===== src/hdl/desc_pkg.sv =====
// ----------------------------------------------------------------------------
// desc_pkg
// Types and constants shared by the dual encoder step counter.
// ----------------------------------------------------------------------------
package desc_pkg;

   localparam int HIST_W  = 13;
   localparam int STEP_W  = 3;
   localparam int COUNT_W = 10;
   localparam int VALUE_W = 12;

   typedef logic [1:0]          pins_type;
   typedef logic [7:0]          raw_type;
   typedef logic [1:0]          enc_type;
   typedef logic [HIST_W-1:0]   hist_type;
   typedef logic [STEP_W-1:0]   step_type;
   typedef logic [COUNT_W-1:0]  count_type;
   typedef logic signed [VALUE_W-1:0] value_type;

   localparam hist_type  HIST_HIT  = 13'h1F00;
   localparam value_type WRAP_VAL  = 12'sd1023;
   localparam value_type VALUE_ZERO = 12'sd0;

   localparam enc_type ENC_TOP  = 2'b11;
   localparam enc_type ENC_UP   = 2'b01;
   localparam enc_type ENC_DOWN = 2'b10;

   localparam step_type STEP_RESET = 3'd1;
   localparam step_type STEP_BOTH  = 3'd0;
   localparam step_type STEP_ZERO  = 3'd2;
   localparam step_type STEP_ONE   = 3'd4;

endpackage


===== src/hdl/desc_if.sv =====
// ----------------------------------------------------------------------------
// desc_req_if / desc_rsp_if
// Valid/ready channels carrying input items and result items.
// ----------------------------------------------------------------------------
interface desc_req_if;
   logic               valid;
   logic               ready;
   desc_pkg::pins_type button_pins;
   desc_pkg::raw_type  encoder_raw;

   modport source (output valid, output button_pins, output encoder_raw, input ready);
   modport sink   (input valid, input button_pins, input encoder_raw, output ready);
endinterface

interface desc_rsp_if;
   logic                valid;
   logic                ready;
   desc_pkg::step_type  shown_step;
   desc_pkg::step_type  step_now;
   desc_pkg::count_type count;

   modport source (output valid, output shown_step, output step_now, output count,
                   input ready);
   modport sink   (input valid, input shown_step, input step_now, input count,
                   output ready);
endinterface


===== src/hdl/desc_debounce.sv =====
// ----------------------------------------------------------------------------
// desc_debounce
// Shift-register debouncer for one active-low button; flags a press once.
// ----------------------------------------------------------------------------
module desc_debounce (
   input  logic clock,
   input  logic reset,
   input  logic advance,
   input  logic level,
   output logic hit
);
   import desc_pkg::*;

   hist_type hist_ff;
   hist_type hist_in;

   assign hist_in = {hist_ff[HIST_W-2:0], level};
   assign hit     = (hist_in == HIST_HIT);

   always_ff @(posedge clock) begin
      if (reset) begin
         hist_ff <= '0;
      end else if (advance) begin
         hist_ff <= hist_in;
      end
   end
endmodule


===== src/hdl/desc_encoder.sv =====
// ----------------------------------------------------------------------------
// desc_encoder
// Applies one encoder transition to the running count by the current step.
// ----------------------------------------------------------------------------
module desc_encoder (
   input  desc_pkg::enc_type   prev,
   input  desc_pkg::enc_type   cur,
   input  desc_pkg::step_type  step,
   input  desc_pkg::value_type value_i,
   output desc_pkg::value_type value_o
);
   import desc_pkg::*;

   value_type step_ext;

   assign step_ext = value_type'({{(VALUE_W-STEP_W){1'b0}}, step});

   always_comb begin
      if (cur == ENC_TOP && prev == ENC_UP) begin
         value_o = value_i + step_ext;
      end else if (cur == ENC_TOP && prev == ENC_DOWN) begin
         value_o = value_i - step_ext;
      end else begin
         value_o = value_i;
      end
   end
endmodule


===== src/hdl/dual_encoder_step_counter.sv =====
// ----------------------------------------------------------------------------
// dual_encoder_step_counter
// Two debounced buttons pick a step; two quadrature encoders move a count.
// ----------------------------------------------------------------------------
// Each input item is one sample tick: two active-low button levels and the
// encoder byte (left encoder in bits 1:0, right in bits 3:2). The item is
// captured in an input register; once the result register is free, the
// debouncers, step selection, both encoder updates and the wrap by 1023
// settle in one pass into the result register. Every item yields exactly
// one result, and a new item is taken every cycle while the result side
// keeps up. The first item after reset only seeds the encoder history, so
// the count does not move on it.
// ----------------------------------------------------------------------------
module dual_encoder_step_counter (
   input  logic              clock,
   input  logic              reset,
   desc_req_if.sink          req_chan,
   desc_rsp_if.source        rsp_chan
);
   import desc_pkg::*;

   logic      in_valid_ff;
   pins_type  in_pins_ff;
   raw_type   in_raw_ff;

   logic      out_valid_ff;
   step_type  out_shown_ff;
   step_type  out_step_ff;
   count_type out_count_ff;

   enc_type   prev_left_ff;
   enc_type   prev_right_ff;
   logic      seeded_ff;
   step_type  step_ff;
   step_type  step_in;
   count_type counter_ff;
   count_type counter_in;

   logic      advance;
   logic      out_free;
   logic      hit0;
   logic      hit1;
   enc_type   cur_left;
   enc_type   cur_right;
   enc_type   prev_left_eff;
   enc_type   prev_right_eff;
   value_type value_base;
   value_type value_left;
   value_type value_right;
   value_type value_wrap;

   assign out_free       = !out_valid_ff || rsp_chan.ready;
   assign advance        = in_valid_ff && out_free;
   assign req_chan.ready = !in_valid_ff || out_free;

   desc_debounce u_deb0 (
      .clock   (clock),
      .reset   (reset),
      .advance (advance),
      .level   (in_pins_ff[0]),
      .hit     (hit0)
   );

   desc_debounce u_deb1 (
      .clock   (clock),
      .reset   (reset),
      .advance (advance),
      .level   (in_pins_ff[1]),
      .hit     (hit1)
   );

   always_comb begin
      if (hit0 && hit1) begin
         step_in = STEP_BOTH;
      end else if (hit0) begin
         step_in = STEP_ZERO;
      end else if (hit1) begin
         step_in = STEP_ONE;
      end else begin
         step_in = step_ff;
      end
   end

   assign cur_left       = in_raw_ff[1:0];
   assign cur_right      = in_raw_ff[3:2];
   assign prev_left_eff  = seeded_ff ? prev_left_ff  : cur_left;
   assign prev_right_eff = seeded_ff ? prev_right_ff : cur_right;
   assign value_base     = value_type'({{(VALUE_W-COUNT_W){1'b0}}, counter_ff});

   desc_encoder u_enc_left (
      .prev    (prev_left_eff),
      .cur     (cur_left),
      .step    (step_in),
      .value_i (value_base),
      .value_o (value_left)
   );

   desc_encoder u_enc_right (
      .prev    (prev_right_eff),
      .cur     (cur_right),
      .step    (step_in),
      .value_i (value_left),
      .value_o (value_right)
   );

   always_comb begin
      if (value_right < VALUE_ZERO) begin
         value_wrap = value_right + WRAP_VAL;
      end else if (value_right > WRAP_VAL) begin
         value_wrap = value_right - WRAP_VAL;
      end else begin
         value_wrap = value_right;
      end
   end

   assign counter_in = value_wrap[COUNT_W-1:0];

   always_ff @(posedge clock) begin
      if (reset) begin
         in_valid_ff   <= 1'b0;
         out_valid_ff  <= 1'b0;
         prev_left_ff  <= '0;
         prev_right_ff <= '0;
         seeded_ff     <= 1'b0;
         step_ff       <= STEP_RESET;
         counter_ff    <= '0;
      end else begin
         if (req_chan.ready) begin
            in_valid_ff <= req_chan.valid;
         end
         if (out_free) begin
            out_valid_ff <= in_valid_ff;
         end
         if (advance) begin
            prev_left_ff  <= cur_left;
            prev_right_ff <= cur_right;
            seeded_ff     <= 1'b1;
            step_ff       <= step_in;
            counter_ff    <= counter_in;
         end
      end
   end

   always_ff @(posedge clock) begin
      if (req_chan.ready && req_chan.valid) begin
         in_pins_ff <= req_chan.button_pins;
         in_raw_ff  <= req_chan.encoder_raw;
      end
      if (advance) begin
         out_shown_ff <= step_ff;
         out_step_ff  <= step_in;
         out_count_ff <= counter_in;
      end
   end

   assign rsp_chan.valid      = out_valid_ff;
   assign rsp_chan.shown_step = out_shown_ff;
   assign rsp_chan.step_now   = out_step_ff;
   assign rsp_chan.count      = out_count_ff;
endmodule


===== src/flat_wrapper.sv =====
// flat-port wrapper written by rule: the top's interface ports become plain ports
module dual_encoder_step_counter_flat import desc_pkg::*;
  (clock, reset, req_chan_valid, req_chan_button_pins, req_chan_encoder_raw, req_chan_ready, rsp_chan_valid, rsp_chan_shown_step, rsp_chan_step_now, rsp_chan_count, rsp_chan_ready);
  desc_req_if req_chan_i ();
  desc_rsp_if rsp_chan_i ();
  input  logic clock;
  input  logic reset;
  input wire logic [$bits(req_chan_i.valid)-1:0] req_chan_valid;
  input wire logic [$bits(req_chan_i.button_pins)-1:0] req_chan_button_pins;
  input wire logic [$bits(req_chan_i.encoder_raw)-1:0] req_chan_encoder_raw;
  output wire logic [$bits(req_chan_i.ready)-1:0] req_chan_ready;
  output wire logic [$bits(rsp_chan_i.valid)-1:0] rsp_chan_valid;
  output wire logic [$bits(rsp_chan_i.shown_step)-1:0] rsp_chan_shown_step;
  output wire logic [$bits(rsp_chan_i.step_now)-1:0] rsp_chan_step_now;
  output wire logic [$bits(rsp_chan_i.count)-1:0] rsp_chan_count;
  input wire logic [$bits(rsp_chan_i.ready)-1:0] rsp_chan_ready;
  assign req_chan_i.valid = req_chan_valid;
  assign req_chan_i.button_pins = req_chan_button_pins;
  assign req_chan_i.encoder_raw = req_chan_encoder_raw;
  assign req_chan_ready = req_chan_i.ready;
  assign rsp_chan_valid = rsp_chan_i.valid;
  assign rsp_chan_shown_step = rsp_chan_i.shown_step;
  assign rsp_chan_step_now = rsp_chan_i.step_now;
  assign rsp_chan_count = rsp_chan_i.count;
  assign rsp_chan_i.ready = rsp_chan_ready;
  dual_encoder_step_counter u_core (.clock(clock), .reset(reset), .req_chan(req_chan_i), .rsp_chan(rsp_chan_i));
endmodule

===== config.mk =====
export PLATFORM = sky130hd
export DESIGN_NAME = dual_encoder_step_counter_flat
export DESIGN_NICKNAME = d
export VERILOG_FILES = /design/src/hdl/desc_pkg.sv /design/src/hdl/desc_if.sv /design/src/hdl/desc_debounce.sv /design/src/hdl/desc_encoder.sv /design/src/hdl/dual_encoder_step_counter.sv /design/src/flat_wrapper.sv
export SDC_FILE = /design/constraint.sdc
export NUM_CORES = 1
export LEC_CHECK = 0
export BUFFER_PORTS_ARGS = -buffer_cell sky130_fd_sc_hd__buf_2
export CELL_PAD_IN_SITES_DETAIL_PLACEMENT = 1
export CELL_PAD_IN_SITES_GLOBAL_PLACEMENT = 2
export CORE_MARGIN = 2
export CORE_UTILIZATION = 30
export CTS_BUF_LIST = sky130_fd_sc_hd__clkbuf_16
export CTS_CLUSTER_SIZE = 25
export DETAILED_ROUTE_END_ITERATION = 8
export PLACE_DENSITY = 0.71
export SYNTH_ARGS = -nofsm -noshare
export SYNTH_HDL_FRONTEND = slang
export SYNTH_SLANG_ARGS = --single-unit

===== constraint.sdc =====
create_clock -name clock -period 6.01 [get_ports clock]
set_clock_uncertainty 0.2 [all_clocks]
set_input_delay 1.202 -clock clock [delete_from_list [all_inputs] [get_ports clock]]
set_output_delay 1.202 -clock clock [all_outputs]
set_load 0.02 [all_outputs]

=== After elaboration in Yosys (flattened, before gate mapping) ===
Index checks and enable logic that the tools add are counted.

* $add $sub $neg: 6
* Magnitude comparators: 2
* Equality and inequality tests: 8
* Multiplexer cells: 11
* Reductions and logical operators: 11

{| class="wikitable"
|+ Operator list
! kind !! number
|-
| $mux W12 || 4
|-
| $eq A13 B13 Y1 const B || 2
|-
| $mux W10 || 2
|-
| $add A12 B4 Y12 || 1
|-
| $gt A12 B11 Y1 const B || 1
|-
| $lt A12 B1 Y1 const B || 1
|-
| $sub A12 B4 Y12 || 1
|-
| $add A10 B3 Y11 || 1
|-
| $sub A10 B3 Y11 || 1
|-
| $add A10 B1 Y10 const B || 1
|-
| $sub A10 B1 Y10 const B || 1
|-
| $mux W3 || 3
|-
| $eq A2 B2 Y1 const B || 4
|-
| $logic_and A1 B1 Y1 || 7
|-
| $eq A2 B1 Y1 const B || 2
|-
| $mux W2 || 2
|-
| $logic_not A1 Y1 || 2
|-
| $logic_or A1 B1 Y1 || 2
|}

* Register bits: 66
* Output and inout bits: 18

=== Depth between registers and ports, before layout ===
Gate-level depths: netlist of run 1.

* Word-level depth: 13
* Gate-level depth with buffers: 21
* Mapped depth without buffers: 21

=== Hierarchy ===
A second synthesis of run 1 with hierarchy kept.

* Cells, all modules: 417
* Area total of the unflattened synthesis: 3942.5 um^2

{| class="wikitable"
|+ Modules (own cells, without submodules)
! module !! instances !! cells an instance !! area an instance (um^2) !! seq. area each (um^2)
|-
| dual_encoder_step_counter || 1 || 176 || 1913.1 || 1061.0
|-
| desc_debounce || 2 || 43 || 459.2 || 240.2
|-
| desc_encoder (u_core.u_enc_left) || 1 || 76 || 555.5 || 0.0
|-
| desc_encoder (u_core.u_enc_right) || 1 || 79 || 555.5 || 0.0
|}

=== Worst setup path after synthesis of run 1 ===
Ideal clock, no wire load.

* Kind: register -> register
* Start: register u_core.u_deb1.hist_ff[3]
* End: register u_core.counter_ff[2]
* Data arrival time: 5316 ps
* Required time: 5683 ps
* Slack: 367 ps
* Stages on the path, launching flop included: 21
* Buffers on the path: 0
* Period minus slack after synthesis: 5643 ps
* Cell sequence: dfxtp_1 -> or4b_2 -> nor3_1 -> nand4_1 -> a21boi_0 -> inv_1 -> fa_1 -> o311ai_0 -> a21oi_1 -> inv_1 -> ha_1 -> nor2b_1 -> o21ai_0 -> or4b_2 -> mux2i_1 -> nand2b_1 -> nor4_1 -> a311o_1 -> nor2_1 -> nor4b_1 -> or3_1

* Word-level cells in the longest chain between the ends: 13

{| class="wikitable"
|+ RTL lines
! what !! line !! text
|-
| start, declared || desc_debounce.sv:14 || <nowiki>hist_type hist_ff;</nowiki>
|-
| start signal, assigned || desc_debounce.sv:24 || <nowiki>hist_ff <= hist_in;</nowiki>
|-
| $eq A13 B13 Y1 (*) || desc_debounce.sv:18 || <nowiki>assign hit = (hist_in == HIST_HIT);</nowiki>
|-
| $mux W3 || dual_encoder_step_counter.sv:77 || <nowiki>end else if (hit1) begin</nowiki>
|-
| $mux W3 || dual_encoder_step_counter.sv:75 || <nowiki>end else if (hit0) begin</nowiki>
|-
| $mux W3 (*) || dual_encoder_step_counter.sv:73 || <nowiki>if (hit0 && hit1) begin</nowiki>
|-
| via u_core.step_in[1] || dual_encoder_step_counter.sv:35 || <nowiki>step_type step_in;</nowiki>
|-
| $sub A10 B3 Y11 || desc_encoder.sv:22 || <nowiki>value_o = value_i - step_ext;</nowiki>
|-
| $mux W12 || desc_encoder.sv:21 || <nowiki>end else if (cur == ENC_TOP && prev == ENC_DOWN) begin</nowiki>
|-
| $mux W12 || desc_encoder.sv:19 || <nowiki>if (cur == ENC_TOP && prev == ENC_UP) begin</nowiki>
|-
| $sub A12 B4 Y12 || desc_encoder.sv:22 ||
|-
| $mux W12 || desc_encoder.sv:21 ||
|-
| $mux W12 (*) || desc_encoder.sv:19 ||
|-
| $sub A10 B1 Y10 or $gt A12 B11 Y1 (tied branches) || dual_encoder_step_counter.sv:110, dual_encoder_step_counter.sv:109 ||
|-
| $mux W10 || dual_encoder_step_counter.sv:109 || <nowiki>end else if (value_right > WRAP_VAL) begin</nowiki>
|-
| $mux W10 (*) || dual_encoder_step_counter.sv:107 || <nowiki>if (value_right < VALUE_ZERO) begin</nowiki>
|-
| end signal, assigned || dual_encoder_step_counter.sv:139 || <nowiki>counter_ff <= counter_in;</nowiki>
|-
| end, declared || dual_encoder_step_counter.sv:36 || <nowiki>count_type counter_ff;</nowiki>
|}

The timed path passes the listed nets; every way through them passes the cells marked *.
A chain may end at the register's enable or synchronous reset.

=== Worst setup path after layout of run 1 ===
Same ends and word-level chain as after synthesis.

==> summary.txt, run 1 <==
Outcome: finished, final reports clean
Power Total: 1.18 mW
CTS tree: built
Core outline area: 0.0132 mm²
Fmax: 175 MHz
Num CTS Buffers: 9
Largest net degree at the start of global routing: 62
Fin crit share: 95.0%
Dpl cells: 659
TritonRoute pass-1 iters: 4
Initial core utilization: 30.5%
Ys async rst share: 0%
Placed cell area: 0.00440 mm²
Hold Slack: 0.261 ns
Post-Route WL: 10.9 mm
Hold Crit Endpoint: u_core.u_deb1.hist_ff[11]$_SDFFE_PP0P_
Final hold vios: 0
Slew @ Worst Pin: 0.938 ns
FF-to-FF Start: u_core.u_deb1.hist_ff[3]$_SDFFE_PP0P_
M2 GR Usage: 28.0%
Critical Path AT: 5.73 ns
Syn. warnings: 0
Core Rows: 42
Slowest cell on the critical path: or4b_2
Power Density: 247 mW/mm²
Die Span Y: 120 µm
Slew Limit Fails: 0
Leak: 1.69 nW
Worst R2R Path Depth: 21
Worst Path Required: 6.03 ns
Post-synth top area share: 21.9%
Number of diodes: 0
Clock Latency Late Sink: 0.34 ns
Crit path max fanout: 5
Syn Area/Cell: 8.68 µm²
Clk slew on worst S/H paths: 0.06 ns
Residual DRC: 0
Share of cells above drive strength 1: 18.2%
Post-synth top flop: dfxtp_1
Die Area: 0.0144 mm²
Synth unique cells: 73
IO buf count: 27
Slew headroom: 37.3%
GRT Overall Usage: 16.2%
HP Start: u_core.u_deb1.hist_ff[11]$_SDFFE_PP0P_
Max VDD drop: 178 µV
Hold Path Cell Cnt: 2
Post-synthesis sequential area ratio: 38.3%
Total gr overflow: 0
Global-route wire length before repair: 18.2 mm
Design area: 0.00476 mm²
Worst R2R Setup Slack: 0.30 ns
Max clock buf depth: 2
Max-cap check violation count: 0
Synthesized flop and latch total: 66
Mapped Area: 0.00403 mm²
Yosys top cell by area: dfxtp_1
Crit Path Class: reg2reg
Number of global-route vias before repair: 3589
Synth area leaders: dfxtp_1 (22%), edfxtp_1 (16%), nand2_1 (8.0%), a21oi_1 (5.2%), ha_1 (4.3%)
# nets final: 527
WP depth: 21
Sinks on Clock Net: 66
Post-Syn Instances: 464
CP max stage delay: 0.68 ns
Die Wd: 120 µm
GRT busiest layer: met2
Detailed placer's ending HPWL: 7.84 mm
Crit path buffers/inverters: 2
M1 GR Usage: 19.7%
Endpoints failing setup: 0
Crit-path leading delay family: simple AND/OR/NAND/NOR gates
Area Growth Syn to Fin: 18.1%
Ports: 32
Hold buffer count at CTS: 0
Most frequent cells in the layout: nand2_1 (86), dfxtp_1 (44), a21oi_1 (40), nor2_1 (30), buf_2 (27)
Clk Tree Root Cell: clkbuf_16
Routed wire per std cell: 16.1 µm
Critical Path End Type: flip-flop
Syn Nets: 496
Via-per-instance ratio: 5.16
Initial DRC Count: 166
RSZ-0062 raised after global routing: no
Minimum clock period: 5.71 ns
Antenna violations before repair: 0
Number of synthesized flops with an enable pin: 22
Reg2Reg Capture Point: u_core.counter_ff[2]$_SDFFE_PP0P_
Startpoint Class: flip-flop
Final ANT Viol Nets: 0
Leading cell type in the layout, fill and taps excluded: nand2_1
Placer Congestion: 0.811
H-tree levels: 3
Via count: 3488
Worst Hold Class: reg2reg
Layout Cells excl Fill: 676
Crit-path cells: or4b_2 -> nor3_2 -> nand4_1 -> and3_4 -> ha_1 -> inv_1 -> fa_1 -> o311ai_2 -> a21oi_2 -> inv_1 -> ha_1 -> nor2b_1 -> o21ai_1 -> or4b_2 -> mux2i_1 -> nand2b_1 -> nor4_2 -> a311o_1 -> nor2_1 -> nor4b_1 -> or3_1
Met3 Use GR: 3.80%
metal layers:
| layer | up-vias | part of all wire, % |
|---|---|---|
| met5 | - | 0 |
| met4 | 0 | 2.0 |
| met3 | 17 | 2.9 |
| met2 | 54 | 50 |
| met1 | 1694 | 46 |
| li1 | 1723 | - |
state kept, by name, indices dropped and copies added, names as in the netlist:
| register | flops |
|---|---|
| u_core.counter_ff | 10 |
| u_core.in_pins_ff | 2 |
| u_core.in_raw_ff | 4 |
| u_core.in_valid_ff | 1 |
| u_core.prev_left_ff | 2 |
| u_core.prev_right_ff | 2 |
| u_core.rsp_chan.count | 10 |
| u_core.rsp_chan.shown_step | 3 |
| u_core.rsp_chan.step_now | 3 |
| u_core.rsp_chan.valid | 1 |
| u_core.seeded_ff | 1 |
| u_core.step_ff | 3 |
| u_core.u_deb0.hist_ff | 12 |
| u_core.u_deb1.hist_ff | 12 |
report_power, final:
part           total (mW)  internal, mW  switching (mW)  leakage (nW)
combinational       0.150        0.0554          0.0949         0.979
clock               0.537         0.324           0.212         0.150
sequential          0.490         0.476          0.0138         0.558
total                1.18         0.856           0.321          1.69
what timing repair did:
item	CTS	global route
pin swaps	0	4
cloned	0	0
endpoints found under the hold margin	0	0
resized for setup	1	12
setup endpoints to repair	2	11
setup buffers	0	1
layout make-up:
| cell class | count | area [µm²] |
|---|---|---|
| fill | 1526 | 8430 |
| multi-input combinational | 347 | 2320 |
| sequential | 66 | 1540 |
| timing repair buffer | 46 | 278 |
| clock buffer | 9 | 225 |
| tap | 176 | 220 |
| inverter | 25 | 93.8 |
| clock inverter | 7 | 78.8 |
per-stage QoR:
step | setup WS [ns] | setup TNS, ns | utilization (%)
after floorplan | 0.367 | 0 | -
after global placement | 0.135 | 0 | 33.4
after detailed placement | -0.0262 | -0.0262 | 33.4
after CTS | 0.0185 | 0 | 35.7
after global routing | 0.0315 | 0 | 36.1
final | 0.301 | 0 | 36.1
worst max-delay path by stage:
stage,from,end,slack [ns]
floorplan,u_core.u_deb1.hist_ff[3]$_SDFFE_PP0P_,u_core.counter_ff[2]$_SDFFE_PP0P_,0.37
global placement,u_core.u_deb1.hist_ff[3]$_SDFFE_PP0P_,u_core.counter_ff[2]$_SDFFE_PP0P_,0.14
detailed placement,u_core.u_deb1.hist_ff[3]$_SDFFE_PP0P_,u_core.counter_ff[2]$_SDFFE_PP0P_,-0.03
CTS,u_core.u_deb1.hist_ff[3]$_SDFFE_PP0P_,u_core.counter_ff[3]$_SDFFE_PP0P_,0.02
global route,u_core.u_deb1.hist_ff[3]$_SDFFE_PP0P_,u_core.counter_ff[2]$_SDFFE_PP0P_,0.03
finish,u_core.u_deb1.hist_ff[3]$_SDFFE_PP0P_,u_core.counter_ff[2]$_SDFFE_PP0P_,0.30
synthesized netlist by cell type, drive strengths merged, types with 5 or more instances:
cell	number
clkbuf	17
a41oi	5
buf	9
nor2b	6
o21ai	10
nor2	30
xor2	12
nand2b	9
a21oi	42
nor3	8
and3	6
nand3	8
ha	14
xnor2	9
inv	25
nand4	8
nand2	88
nor4	9
dfxtp	44
edfxtp	22
worst reg2reg max path: stages (launching register included):
cell      delay (ns)
dfxtp_1         0.32
or4b_2          0.68
nor3_2          0.17
nand4_1         0.17
and3_4          0.22
ha_1            0.21
inv_1           0.08
fa_1            0.43
o311ai_2        0.32
a21oi_2         0.08
inv_1           0.09
ha_1            0.24
nor2b_1         0.14
o21ai_1         0.16
or4b_2          0.59
mux2i_1         0.16
nand2b_1        0.12
nor4_2          0.32
a311o_1         0.25
nor2_1          0.11
nor4b_1         0.19
or3_1           0.36
logic make-up (layout without fill, tap and decap cells):
| family | count (synthesis) | in the layout | synth area share (%) |
|---|---|---|---|
| multiplexers | 6 | 6 | 1.58 |
| XOR/XNOR | 21 | 21 | 5.03 |
| buffers and inverters | 51 | 87 | 5.22 |
| flip-flops | 66 | 66 | 38.3 |
| AO/OA/AOI/OAI | 104 | 104 | 18.6 |
| adder cells (fa/ha/maj) | 18 | 18 | 6.34 |
| AND/OR/NAND/NOR | 198 | 198 | 25.0 |
No activity file was read; power rests on OpenSTA's default activity.
==> run 2, diff against run 1 <==
CTS_BUF_LIST = sky130_fd_sc_hd__clkbuf_4   (was sky130_fd_sc_hd__clkbuf_16)
==> run 2 against run 1 <==
  * Die area did not move
  * Register-to-register slack barely moved
  * Critical path depth did not move
  * Largest cell class unchanged
  * Largest power group is now sequential cells
==> summary.txt, run 2 (synthesis gave the netlist of run 1 again) <==
Pre-CTS worst setup slack: -0.0262 ns (unchanged)
Combinational share of power: 15.7% (was 12.8%)
Routed wire per std cell: 16.1 µm (about the same)
Crit path launch: u_core.u_deb1.hist_ff[3]$_SDFFE_PP0P_ (unchanged)
Crit path max fanout: 5 (unchanged)
Antenna violations before repair: 0 (unchanged)
Power Density: 208 mW/mm² (was 247 mW/mm²)
Final hold vios: 0 (unchanged)
Final setup TNS: 0 ns (unchanged)
Leading cell type in the layout, fill and taps excluded: nand2_1 (unchanged)
GRT Overall Usage: 16.2% (about the same)
Slew Limit Fails: 0 (unchanged)
Global-route wire length before repair: 18.2 mm (unchanged)
Most frequent cells in the layout: nand2_1 (86), dfxtp_1 (44), a21oi_1 (40), nor2_1 (30), buf_2 (27) (unchanged)
Final ANT Viol Nets: 0 (unchanged)
CTS tree: built (unchanged)
Biggest regs: u_core.u_deb0.hist_ff: 12 flops, u_core.u_deb1.hist_ff: 12 flops (unchanged)
Die Span Y: 120 µm (unchanged)
Hold Slack: 0.272 ns (was 0.261 ns)
Area Growth Syn to Fin: 14.3% (was 18.1%)
Slew headroom: 37.4% (was 37.3%)
Clk slew on worst S/H paths: 0.13 ns (was 0.06 ns)
Core Rows: 42 (unchanged)
Via-per-instance ratio: 5.13 (was 5.16)
Number of global-route vias before repair: 3587 (was 3589)
Post-Route WL: 10.9 mm (about the same)
Endpoints failing setup: 0 (unchanged)
Detailed placer's ending HPWL: 7.84 mm (unchanged)
Internal cell power: 661 µW (was 856 µW)
RSZ-0062 raised after global routing: no (unchanged)
Core outline area: 0.0132 mm² (unchanged)
Die Wd: 120 µm (unchanged)
Switching portion of total power: 30.9% (was 27.3%)
Worst Path Required: 6.15 ns (was 6.03 ns)
Die Area: 0.0144 mm² (unchanged)
Via count: 3470 (was 3488)
Initial core utilization: 30.5% (unchanged)
Sinks on Clock Net: 66 (unchanged)
Utilization after layout: 34.9% (was 36.1%)
Setup slack after layout: 0.295 ns (was 0.301 ns)
IO buf count: 27 (unchanged)
HP Start: u_core.u_deb1.hist_ff[11]$_SDFFE_PP0P_ (unchanged)
Layout Cells excl Fill: 677 (was 676)
Critical Path End Type: flip-flop (unchanged)
Fin crit share: 95.1% (was 95.0%)
P_sw: 296 µW (was 321 µW)
Max clock buf depth: 2 (unchanged)
Clk Tree Root Cell: clkbuf_4 (was clkbuf_16)
Worst Hold Class: reg2reg (unchanged)
Share of cells above drive strength 1: 18.2% (unchanged)
Critical Path AT: 5.86 ns (was 5.73 ns)
Dpl cells: 659 (unchanged)
Slew @ Worst Pin: 0.937 ns (was 0.938 ns)
TritonRoute pass-1 iters: 4 (unchanged)
Crit Path Class: reg2reg (unchanged)
Outcome: finished, final reports clean (unchanged)
Placer Congestion: 0.811 (unchanged)
Minimum clock period: 5.71 ns (about the same)
Max-cap check violation count: 0 (unchanged)
Residual DRC: 0 (unchanged)
Initial DRC Count: 213 (was 166)
Clock power frac: 33.2% (was 45.6%)
FF-to-FF Start: u_core.u_deb1.hist_ff[3]$_SDFFE_PP0P_ (unchanged)
Max VDD drop: 143 µV (was 178 µV)
# nets final: 527 (unchanged)
Fmax: 175 MHz (about the same)
Largest net degree at the start of global routing: 62 (unchanged)
Leak: 1.62 nW (was 1.69 nW)
Clock Latency Late Sink: 0.45 ns (was 0.34 ns)
Hold buffer count at CTS: 0 (unchanged)
Ports: 32 (unchanged)
H-tree levels: 3 (unchanged)
Startpoint Class: flip-flop (unchanged)
Sequential Power Share: 51.1% (was 41.6%)
Total gr overflow: 0 (unchanged)
Num CTS Buffers: 9 (unchanged)
==> run 2: per-stage QoR <==
stage	power, mW	cell area, µm²
finish	0.958	4600
global route	1.01	4600
CTS	0.972	4570
detailed placement	0.648	4400
global placement	0.644	4400
floorplan	0.600	4030
==> run 2: worst paths after layout <==
path | slack (ns) | endpoint | cells after the start
hold reg to reg | 0.27 | u_core.u_deb1.hist_ff[11]$_SDFFE_PP0P_ | 2
hold / removal | 0.27 | u_core.u_deb1.hist_ff[11]$_SDFFE_PP0P_ | 2
setup reg to reg | 0.30 | u_core.counter_ff[2]$_SDFFE_PP0P_ | 21
setup / recovery | 0.30 | u_core.counter_ff[2]$_SDFFE_PP0P_ | 21
==> run 2: metal layers <==
layer	vias up	global-route usage (%)	share of wire, %
met2	41	27.9	49
met3	17	3.23	2.3
met4	0	5.96	2.1
met5	-	0	0
met1	1686	20.0	47
li1	1726	-	-
==> run 2: timing repair <==
action / 4_1_cts / 5_1_grt
setup endpoints to repair: 3 / 11
resized for setup: 2 / 11
buffers inserted: 0 / 1
pin swaps: 0 / 4
==> run 2: area by class of cell <==
cell class                      instances  area, µm²
Fill cell                            1539       8590
Multi-Input combinational cell        347       2320
Sequential cell                        66       1540
Timing Repair Buffer                   46        278
Tap cell                              176        220
Inverter                               25       93.8
Clock inverter                          7       78.8
Clock buffer                            9       67.6
Antenna cell                            1       2.50
==> run 2: critical path, stage by stage (launching register included) <==
cell and delay (ns):
dfxtp_1 0.34, or4b_2 0.68, nor3_2 0.17, nand4_1 0.17
and3_4 0.22, ha_1 0.21, inv_1 0.08, fa_1 0.43
o311ai_2 0.32, a21oi_2 0.08, inv_1 0.09, ha_1 0.24
nor2b_1 0.14, o21ai_1 0.16, or4b_2 0.59, mux2i_1 0.16
nand2b_1 0.12, nor4_2 0.32, a311o_1 0.25, nor2_1 0.11
nor4b_1 0.18, or3_1 0.36
==> run 2: power groups by stage <==
stage | combinational, mW | sequential, mW | clock (mW)
floorplan | 0.101 | 0.499 | 0
global placement | 0.144 | 0.499 | 0
detailed placement | 0.148 | 0.500 | 0
CTS | 0.149 | 0.490 | 0.334
global route | 0.168 | 0.492 | 0.350
finish | 0.150 | 0.490 | 0.318
==> run 3, diff against run 2 <==
CORE_UTILIZATION = 35   (was 30)
PLACE_DENSITY = 0.81   (was 0.71)
RECOVER_POWER = 25   (was unset)
==> run 3 against run 2 <==
  * Sequential cell count stayed put
  * Utilization is 5.1 points higher
  * Fmax is 1.0% higher
  * Critical endpoint is now u_core.rsp_chan.count[3]$_DFFE_PP_
==> summary.txt, run 3 (synthesis gave the netlist of run 1 again) <==
Crit path max fanout: 8 (was 5)
Max VDD drop: 129 µV (was 143 µV)
Core Rows: 39 (was 42)
Hold Path Cell Cnt: 2 (unchanged)
Antenna violations before repair: 0 (unchanged)
TritonRoute pass-1 iters: 4 (unchanged)
Residual DRC: 0 (unchanged)
Die Wd: 111 µm (was 120 µm)
Final ANT Viol Nets: 0 (unchanged)
Leak: 1.60 nW (was 1.62 nW)
Clk Tree Root Cell: clkbuf_4 (unchanged)
Number of diodes: 0 (was 1)
Core outline area: 0.0113 mm² (was 0.0132 mm²)
Worst Path Required: 5.97 ns (was 6.15 ns)
Via-per-instance ratio: 5.42 (was 5.13)
Clock Latency Late Sink: 0.44 ns (was 0.45 ns)
Fin crit share: 94.1% (was 95.1%)
Power Density: 201 mW/mm² (was 208 mW/mm²)
IO buf count: 27 (unchanged)
Placer Congestion: 0.840 (was 0.811)
Layout Cells excl Fill: 640 (was 677)
Biggest regs: u_core.u_deb0.hist_ff: 12 flops, u_core.u_deb1.hist_ff: 12 flops (unchanged)
Most frequent cells in the layout: nand2_1 (86), dfxtp_1 (44), a21oi_1 (40), nor2_1 (29), buf_2 (27) (was nand2_1 (86), dfxtp_1 (44), a21oi_1 (40), nor2_1 (30), buf_2 (27))
Initial DRC Count: 178 (was 213)
Die Span Y: 111 µm (was 120 µm)
Fmax: 177 MHz (was 175 MHz)
Pre-CTS worst setup slack: -0.0809 ns (was -0.0262 ns)
Die Area: 0.0124 mm² (was 0.0144 mm²)
M2 GR Usage: 31.7% (was 27.9%)
GRT busiest layer: met2 (unchanged)
CTS tree: built (unchanged)
Dpl cells: 621 (was 659)
Hold buffer count at CTS: 0 (unchanged)
Ports: 32 (unchanged)
Critical Path AT: 5.61 ns (was 5.86 ns)
Startpoint Class: flip-flop (unchanged)
Final setup TNS: 0 ns (unchanged)
Worst Hold Class: reg2reg (unchanged)
# nets final: 524 (was 527)
Met3 Use GR: 3.77% (was 3.23%)
Power Total: 909 µW (was 958 µW)
Hold Slack: 0.270 ns (was 0.272 ns)
Routed wire per std cell: 17.3 µm (was 16.1 µm)
Sinks on Clock Net: 66 (unchanged)
H-tree levels: 3 (unchanged)
Slew Limit Fails: 0 (unchanged)
Slew @ Worst Pin: 0.962 ns (was 0.937 ns)
Area Growth Syn to Fin: 12.5% (was 14.3%)
Max-cap check violation count: 0 (unchanged)
Utilization after layout: 40.0% (was 34.9%)
Initial core utilization: 35.6% (was 30.5%)
Minimum clock period: 5.66 ns (was 5.71 ns)
Crit Path Class: reg2reg (unchanged)
Outcome: finished, final reports clean (unchanged)
Final hold vios: 0 (unchanged)
Largest net degree at the start of global routing: 47 (was 62)
Clk slew on worst S/H paths: 0.13 ns (about the same)
Slew headroom: 35.7% (was 37.4%)
Num CTS Buffers: 9 (unchanged)
Placed cell area: 0.00432 mm² (was 0.00440 mm²)
Detailed placer's ending HPWL: 8.13 mm (was 7.84 mm)
Total gr overflow: 0 (unchanged)
Setup slack after layout: 0.352 ns (was 0.295 ns)
Global-route wire length before repair: 18.1 mm (was 18.2 mm)
Leading cell type in the layout, fill and taps excluded: nand2_1 (unchanged)
GRT Overall Usage: 18.3% (was 16.2%)
Via count: 3469 (was 3470)
Share of cells above drive strength 1: 18.3% (was 18.2%)
Max clock buf depth: 2 (unchanged)
Worst R2R Path Depth: 17 (was 21)
Critical Path End Type: flip-flop (unchanged)
Endpoints failing setup: 0 (unchanged)
Post-Route WL: 11.1 mm (was 10.9 mm)
M1 GR Usage: 23.5% (was 20.0%)
Number of global-route vias before repair: 3472 (was 3587)
Design area: 0.00453 mm² (was 0.00460 mm²)
==> run 3: changes by cell type in the layout (fill, tap and decap cells not counted), moves of 2 or more <==
cell      before  now
ha_1          14   12
a21boi_1       2    0
ha_4           0    2
clkbuf_4       9   12
a21boi_0       1    3
buf_4         19   16
clkinv_4       4    0
==> run 3: area by class of cell <==
| class | count | area [µm²] |
|---|---|---|
| fill | 1393 | 6790 |
| multi-input combinational | 347 | 2350 |
| sequential | 66 | 1540 |
| timing repair buffer | 43 | 255 |
| tap | 143 | 179 |
| inverter | 25 | 93.8 |
| clock buffer | 12 | 90.1 |
| clock inverter | 4 | 20.0 |
==> run 3: worst max-delay path: stages, from the launching register on <==
cell      delay (ns)
dfxtp_1         0.33
or4b_2          0.68
nor3_2          0.13
nand4_1         0.13
buf_4           0.17
a21boi_0        0.24
inv_1           0.18
ha_4            0.37
nor3b_2         0.07
nor3_1          0.48
o22ai_1         0.20
a2111o_1        0.48
or4_1           0.51
or4_4           0.44
o31ai_4         0.10
xor2_4          0.32
a41oi_1         0.18
xor2_1          0.18
==> run 3: per-layer routing <==
| layer | part of all wire [%] | up-vias |
|---|---|---|
| met1 | 46 | 1698 |
| met4 | 0.94 | 0 |
| met3 | 2.6 | 10 |
| met2 | 50 | 44 |
| met5 | 0 | - |
| li1 | - | 1717 |
==> run 3: path summary, 6_finish.rpt <==
| check | startpoint | to | slack, ns |
|---|---|---|---|
| setup / recovery | u_core.u_deb1.hist_ff[3]$_SDFFE_PP0P_ | u_core.rsp_chan.count[3]$_DFFE_PP_ | 0.35 |
| hold / removal | u_core.u_deb0.hist_ff[1]$_SDFFE_PP0P_ | u_core.u_deb0.hist_ff[2]$_SDFFE_PP0P_ | 0.27 |
| setup reg to reg | u_core.u_deb1.hist_ff[3]$_SDFFE_PP0P_ | u_core.rsp_chan.count[3]$_DFFE_PP_ | 0.35 |
| hold reg to reg | u_core.u_deb0.hist_ff[1]$_SDFFE_PP0P_ | u_core.u_deb0.hist_ff[2]$_SDFFE_PP0P_ | 0.27 |
==> run 3: report_power, final <==
group | internal (mW) | total (mW) | switching, mW
Sequential | 0.476 | 0.491 | 0.0152
Clock | 0.0969 | 0.263 | 0.166
Combinational | 0.0584 | 0.155 | 0.0966
==> run 3: timing repair <==
item,CTS,global route
cloned,0,0
resized for setup,2,15
buffers inserted,0,3
pin swaps,0,8
endpoints found under the setup margin,2,11
hold endpoints to repair,0,0
